[config.mk]
export PLATFORM = sky130hd
export DESIGN_NAME = signed_int_to_decimal_ascii
export DESIGN_NICKNAME = d
export VERILOG_FILES = /design/src/hdl/sitoa_pkg.sv /design/src/hdl/signed_int_to_decimal_ascii.sv
export SDC_FILE = /design/constraint.sdc
export NUM_CORES = 1
export LEC_CHECK = 0
export ABC_AREA = 1
export CAP_MARGIN = 15
export CELL_PAD_IN_SITES_DETAIL_PLACEMENT = 1
export CELL_PAD_IN_SITES_GLOBAL_PLACEMENT = 2
export CORE_UTILIZATION = 40
export CTS_BUF_LIST = sky130_fd_sc_hd__clkbuf_2
export DETAILED_ROUTE_END_ITERATION = 8
export DONT_BUFFER_PORTS = 1
export PLACE_DENSITY_LB_ADDON = 0.1
export SYNTH_ARGS = -nofsm -noshare
export SYNTH_HDL_FRONTEND = slang
export SYNTH_SLANG_ARGS = --single-unit
[constraint.sdc]
create_clock -name clk_i -period 4.4 [get_ports clk_i]
set_input_delay 0.66 -clock clk_i [delete_from_list [all_inputs] [get_ports clk_i]]
set_output_delay 0.66 -clock clk_i [all_outputs]
set_load 0.02 [all_outputs]
[src/hdl/sitoa_pkg.sv]
// ----------------------------------------------------------------------------
// sitoa_pkg
// Shared types and character codes for the signed integer to decimal
// ASCII converter.
// ----------------------------------------------------------------------------
package sitoa_pkg;

  localparam logic [7:0] CHAR_MINUS = 8'h2D;
  localparam logic [7:0] CHAR_ZERO  = 8'h30;
  localparam logic [7:0] CHAR_NINE  = 8'h39;

  typedef enum logic [4:0] {
    ST_IDLE  = 5'b00001,
    ST_CONV  = 5'b00010,
    ST_SKIP  = 5'b00100,
    ST_SIGN  = 5'b01000,
    ST_DIGIT = 5'b10000
  } state_e;

endpackage

[src/hdl/signed_int_to_decimal_ascii.sv]
// ----------------------------------------------------------------------------
// signed_int_to_decimal_ascii
// Prints one signed integer per input transfer as decimal ASCII text, one
// character per output transfer, with the last character flagged.
// ----------------------------------------------------------------------------
// A value is taken when in_valid_i and in_ready_o are high; the block then
// emits an optional '-' followed by the digits, most significant first, with
// no leading zeros (zero prints as "0"), and raises last_char_o on the final
// digit. The magnitude is turned into BCD by one shared shift-add-3 unit that
// takes one step per magnitude bit, then leading zero digits are dropped one
// per cycle and each character passes through the output register.
// in_ready_o is high only while the sequencer is idle; the last character
// may still wait in the output register while the next value is taken.
// ----------------------------------------------------------------------------
module signed_int_to_decimal_ascii #(
  parameter int DATA_WIDTH = 32
) (
  input  logic                         clk_i,
  input  logic                         rst_ni,
  input  logic                         in_valid_i,
  output logic                         in_ready_o,
  input  logic signed [DATA_WIDTH-1:0] value_i,
  output logic                         out_valid_o,
  input  logic                         out_ready_i,
  output logic        [7:0]            ascii_char_o,
  output logic                         last_char_o
);

  // decimal digits needed for a DATA_WIDTH-bit unsigned magnitude
  localparam int NumDigits = (DATA_WIDTH * 301) / 1000 + 1;
  localparam int BcdW      = NumDigits * 4;
  localparam int BitCntW   = $clog2(DATA_WIDTH + 1);
  localparam int DigCntW   = $clog2(NumDigits + 1);

  sitoa_pkg::state_e state_q, state_d;
  logic [BitCntW-1:0]    bit_cnt_q, bit_cnt_d;
  logic [DigCntW-1:0]    dig_cnt_q, dig_cnt_d;
  logic                  neg_q, neg_d;
  logic [DATA_WIDTH-1:0] mag_q, mag_d;
  logic [BcdW-1:0]       bcd_q, bcd_d;
  logic                  out_valid_q, out_valid_d;
  logic [7:0]            char_q, char_d;
  logic                  last_q, last_d;

  logic [DATA_WIDTH-1:0] raw;
  logic [BcdW-1:0]       bcd_adj;
  logic [BcdW-1:0]       bcd_shift;
  logic [3:0]            top_digit;
  logic                  slot_free;

  assign raw       = value_i;
  assign top_digit = bcd_q[BcdW-1 -: 4];
  assign slot_free = !out_valid_q || out_ready_i;

  // shared shift-add-3 step
  always_comb begin
    bcd_adj = bcd_q;
    for (int i = 0; i < NumDigits; i++) begin
      if (bcd_q[4*i +: 4] >= 4'd5) begin
        bcd_adj[4*i +: 4] = bcd_q[4*i +: 4] + 4'd3;
      end
    end
    bcd_shift = {bcd_adj[BcdW-2:0], mag_q[DATA_WIDTH-1]};
  end

  always_comb begin
    state_d     = state_q;
    bit_cnt_d   = bit_cnt_q;
    dig_cnt_d   = dig_cnt_q;
    neg_d       = neg_q;
    mag_d       = mag_q;
    bcd_d       = bcd_q;
    char_d      = char_q;
    last_d      = last_q;
    out_valid_d = out_valid_q && !out_ready_i;

    case (state_q)
      sitoa_pkg::ST_IDLE: begin
        if (in_valid_i) begin
          neg_d     = raw[DATA_WIDTH-1];
          mag_d     = raw[DATA_WIDTH-1] ? (~raw + DATA_WIDTH'(1)) : raw;
          bcd_d     = '0;
          bit_cnt_d = BitCntW'(DATA_WIDTH);
          state_d   = sitoa_pkg::ST_CONV;
        end
      end
      sitoa_pkg::ST_CONV: begin
        bcd_d     = bcd_shift;
        mag_d     = {mag_q[DATA_WIDTH-2:0], 1'b0};
        bit_cnt_d = bit_cnt_q - BitCntW'(1);
        if (bit_cnt_q == BitCntW'(1)) begin
          dig_cnt_d = DigCntW'(NumDigits);
          state_d   = sitoa_pkg::ST_SKIP;
        end
      end
      sitoa_pkg::ST_SKIP: begin
        // drop leading zero digits, keep at least one
        if (top_digit == 4'd0 && dig_cnt_q > DigCntW'(1)) begin
          bcd_d     = {bcd_q[BcdW-5:0], 4'd0};
          dig_cnt_d = dig_cnt_q - DigCntW'(1);
        end else if (neg_q) begin
          state_d = sitoa_pkg::ST_SIGN;
        end else begin
          state_d = sitoa_pkg::ST_DIGIT;
        end
      end
      sitoa_pkg::ST_SIGN: begin
        if (slot_free) begin
          char_d      = sitoa_pkg::CHAR_MINUS;
          last_d      = 1'b0;
          out_valid_d = 1'b1;
          state_d     = sitoa_pkg::ST_DIGIT;
        end
      end
      sitoa_pkg::ST_DIGIT: begin
        if (slot_free) begin
          char_d      = sitoa_pkg::CHAR_ZERO + {4'd0, top_digit};
          last_d      = (dig_cnt_q == DigCntW'(1));
          out_valid_d = 1'b1;
          bcd_d       = {bcd_q[BcdW-5:0], 4'd0};
          dig_cnt_d   = dig_cnt_q - DigCntW'(1);
          if (dig_cnt_q == DigCntW'(1)) begin
            state_d = sitoa_pkg::ST_IDLE;
          end
        end
      end
      default: begin
        state_d = sitoa_pkg::ST_IDLE;
      end
    endcase
  end

  always_ff @(posedge clk_i or negedge rst_ni) begin
    if (!rst_ni) begin
      state_q     <= sitoa_pkg::ST_IDLE;
      out_valid_q <= 1'b0;
      bit_cnt_q   <= '0;
      dig_cnt_q   <= '0;
    end else begin
      state_q     <= state_d;
      out_valid_q <= out_valid_d;
      bit_cnt_q   <= bit_cnt_d;
      dig_cnt_q   <= dig_cnt_d;
    end
  end

  always_ff @(posedge clk_i) begin
    neg_q  <= neg_d;
    mag_q  <= mag_d;
    bcd_q  <= bcd_d;
    char_q <= char_d;
    last_q <= last_d;
  end

  assign in_ready_o   = (state_q == sitoa_pkg::ST_IDLE);
  assign out_valid_o  = out_valid_q;
  assign ascii_char_o = char_q;
  assign last_char_o  = last_q;

endmodule

== After elaboration in Yosys (flattened, before gate mapping) ==
Index checks and enable logic that the tools add are counted.
Storage, ports and cells
  register bits after elaboration: 98
  output and inout bits: 11
  bits of input ports: 36
Cells by class
  magnitude comparators: 11
  mux-type cells: 39
  reduce and logical (&&, ||, !) cells: 17
  add/sub/neg operators: 14
  equality and inequality tests: 14
  bitwise operators: 1
Operators with widths (count)
  $pmux 40 s4: 1
  $mux 40: 3
  $mux 32: 2
  $pmux 32 s2: 1
  $mux 4: 12
  $ge 4x3->1 const B: 10
  $add 4x2->4 const B: 9
  $mux 5: 7
  $add 32x1->32 const B: 1
  $not 32->32: 1
  $pmux 5 s5: 1
  $mux 8: 2
  $pmux 8 s2: 1
  $ne 2x2->1 const B: 7
  $pmux 4 s3: 1
  $pmux 6 s2: 1
  $reduce_and 4->1: 2
  $add 6x4->7 const A: 1
  $eq 6x1->1 const B: 1
  $mux 6: 1
  $reduce_and 6->1: 1
  $sub 6x1->6 const B: 1
  $eq 5x1->1 const B: 1
  $eq 5x2->1 const B: 1
  other kinds (20): 27

== Logic depth before layout (Yosys ltp) ==
  depth after elaboration: 5
  gate-level depth with buffers: 12

== Worst setup path before layout ==
No wires, ideal clock.
  kind: flip-flop to flip-flop
  from: reg state_q[2]
  to: reg bcd_q[0], enable pin
  buffers on the path: 1
  stages on the path, launching flop included: 5
  library setup time: 461 ps
  data required time: 3939 ps
  setup slack: 800 ps
  data arrival time: 3138 ps
  path through: dfrtp_1 > nor2_2 > nand3_2 > clkbuf_1 > a31oi_1
On the way
  word-level cells in the longest chain between the ends: 3
  elaborated cells between the ends (all ways): 9
  those cells by class: eq/ne: 7; reduce/logical: 2
RTL lines
  start, declared: RTL line signed_int_to_decimal_ascii.sv:35  | sitoa_pkg::state_e state_q, state_d;
  start signal, assigned: RTL line signed_int_to_decimal_ascii.sv:135  | state_q <= sitoa_pkg::ST_IDLE;
  start signal, assigned: RTL line signed_int_to_decimal_ascii.sv:140  | state_q <= state_d;
  $eq 5x1->1 (tied with other cells): RTL line signed_int_to_decimal_ascii.sv:77  | case (state_q)
  $reduce_bool 4->1 (no source line) / $ne 2x2->1 (equally long branches)
  $reduce_and 4->1 (no source line) *
  end signal, assigned: RTL line signed_int_to_decimal_ascii.sv:150  | bcd_q <= bcd_d;
  end, declared: RTL line signed_int_to_decimal_ascii.sv:40  | logic [BcdW-1:0] bcd_q, bcd_d;
Every way passes the cells marked *; elsewhere a longest branch is shown, timed or not.
A chain may end at the register's enable or synchronous reset.

== Worst setup path after layout ==
  from: reg state_q[2]
  to: reg bcd_q[34], enable pin
The elaborated chain is that of the path after synthesis.

==> metrics <==
1st-pass router iterations 4; Post-Route WL 14.9 mm; Yosys reg bits 95; total grt overflow 0; setup violators final 0; Peak VDD IR 0.198 mV; Post-CTS Setup Bufs 0; run status completed; R2R cell count 6; fin util 0.433; critical path class flop to flop; sequential fraction of the synthesis area 0.464; # clock sinks 95; hold slack final 179 ps; Post-synth top cells nand2_1 (176), inv_1 (97), nor2_1 (93); Reg2Reg Setup Slack 1980 ps; FMAX 413 MHz; P_leak 2.73 nW; ant diodes 0; final worst path period share 0.550; Wirelength per Cell 16.0 um; Worst Tran Pin Value 781 ps; GRT Total Usage 0.199; Nets 805; DR vias 4921; die area 15400 um^2; DR DRC count 0; first-pass GRT wire length 25.0 mm; post-route ant nets 0; Clk pin slew, worst setup/hold paths 230 ps; worst min path class primary input to flop; hpwl dp 11.0 mm; Port Buffers 0; growth of design area from synthesis to finish 5.23%; Max Buffers Root-to-Sink 2; Clock Skews 38.4 ps; Synth top area share 0.397; number of flops mapped to enable cells by yosys 79; # rows 44; area leader, netlist edfxtp_1; crit path max fanout 39; number of CTS-inserted buffers 9; Starting Density 0.411; Netlist cell types 40; top post-synthesis cells by area edfxtp_1 (40%), nand2_1 (11%), o21ai_0 (6.4%), dfrtp_1 (6.3%), inv_1 (6.1%); CP required 4650 ps; largest net degree at the start of global routing 40; H-tree levels 3; final hold viol count 0; RSZ-0062 raised after global routing false; Worst setup SP type flop; via/cell ratio 5.27; Hold Path Cell Cnt 1; GPL Wtd Cong 0.783; Data arrival, critical path 2670 ps; Die X-Extent 124 um; vias in the first global route 5189; Avg Synthesized Cell Area 7.98 um^2; max-cap viol count 0; Critical Path Sink Type flop; met1 usage 0.249; root buf cell clkbuf_2; Sum Neg Setup Slack 0 ps; WHS Endpoint out_valid_o; gr busiest metal met2; Resized Gates After CTS 0; mapped cell area 5980 um^2; R2R Path Start state_q[2]; M2 GR Usage 0.353; Final Max Tran Viols 0; layout cells sized above 1 0.0494; slew margin rel. 0.478; Reg-to-Reg End bcd_q[34]; Pwr Density 659 nW/um^2; I/O pin cnt 47; minimum clock period 2420 ps; core region area 14500 um^2; CTS tree yes; predominant post-synthesis flop cell edfxtp_1; Clk Latency, worst-skew pair 570 ps; GRT met3 Usage 0.0318; 1st-iter DRT viols 253; Yosys Warn Count 0; Syn Inst Count 749; hold path start out_ready_i; Async S/R FF share, synth 0.168; antenna violations before repair 0; top-count cell post-synth nand2_1; Die Height 124 um
==> critical path, stage by stage, from the launching register on <==
cell     delay, ps
dfrtp_1        460
nor2_2         170
nand3_2        170
nand2_2        160
inv_2          270
a31oi_4        450
buf_4          440
==> how the worst max path moves through the flow <==
stage | start | end | slack, ps | cells after the start
2_1_floorplan | state_q[2] | bcd_q[0] | 800 | 4
3_5_place_dp | state_q[2] | bcd_q[17] | 1940 | 6
6_report | state_q[2] | bcd_q[34] | 1980 | 6
3_3_place_gp | state_q[2] | bcd_q[17] | 1990 | 6
5_1_grt | state_q[4] | bcd_q[34] | 1760 | 6
4_1_cts | state_q[2] | bcd_q[34] | 1930 | 6
==> placed cells by master (no fill, tap or decap), drive strengths merged, types with 2 or more instances in the layout <==
cell and count:
clkinv 3, nand3 53, xor2 14, xnor2 2
buf 5, edfxtp 79, nand4 8, nor2 96
or2 2, dfrtp 15, clkbuf 11, inv 101
o21bai 2, o22ai 5, nand3b 2, a21oi 33
bufinv 3, a31oi 5, o32ai 12, ha 25
conb 3, nand2 178, o21ai 84
==> sequential cells by signal, indices dropped and copies added, names as in the netlist <==
register	cells
bcd_q	40
dig_cnt_q	4
mag_q	32
bit_cnt_q	6
last_char_o	1
state_q	5
out_valid_o	1
neg_q	1
ascii_char_o	5
==> stage by stage <==
| stage | instances | power, mW | setup WS [ps] | instance area, um^2 |
|---|---|---|---|---|
| floorplan | 750 | 3.13 | 800 | 5980 |
| global placement | 916 | 3.52 | 1990 | 6130 |
| detailed placement | 916 | 3.64 | 1940 | 6130 |
| CTS | 933 | 4.19 | 1930 | 6290 |
| global route | 933 | 4.51 | 1760 | 6290 |
| finish | 933 | 4.14 | 1980 | 6290 |
==> per-layer routing <==
metal,part of all wire,vias to the layer above
li1,-,2474
met1,0.47,2344
met2,0.49,88
met3,0.035,15
met4,0.0098,0
met5,0,-
==> layout make-up <==
class	count	area (um^2)
fill	1759	8240
sequential	95	2770
multi-input combinational	530	2710
inverter	102	383
tap	184	230
clock inverter	5	97.6
clock buffer	11	55.1
timing repair buffer	6	47.5
==> kinds of logic after synthesis <==
kind of cell / after synthesis / share of synthesized area
compound gates: 143 / 0.132
flops: 95 / 0.464
other cells: 2 / 0.00126
xor+xnor: 16 / 0.0234
simple gates: 343 / 0.240
buf+inv: 125 / 0.0868
fa+ha+maj: 25 / 0.0523
==> power breakdown <==
part	switching [mW]	leakage (nW)	internal, mW
combinational	1.23	1.67	0.525
sequential	0.269	0.965	1.58
clock	0.296	0.0912	0.246
total	1.79	2.73	2.35
==> what timing repair did <==
| action | in CTS | in global routing |
|---|---|---|
| endpoints found under the hold margin | 16 | 0 |
| endpoints found under the setup margin | 0 | 0 |
| hold buffers | 1 | 0 |
(Power assumes the default switching activity.)
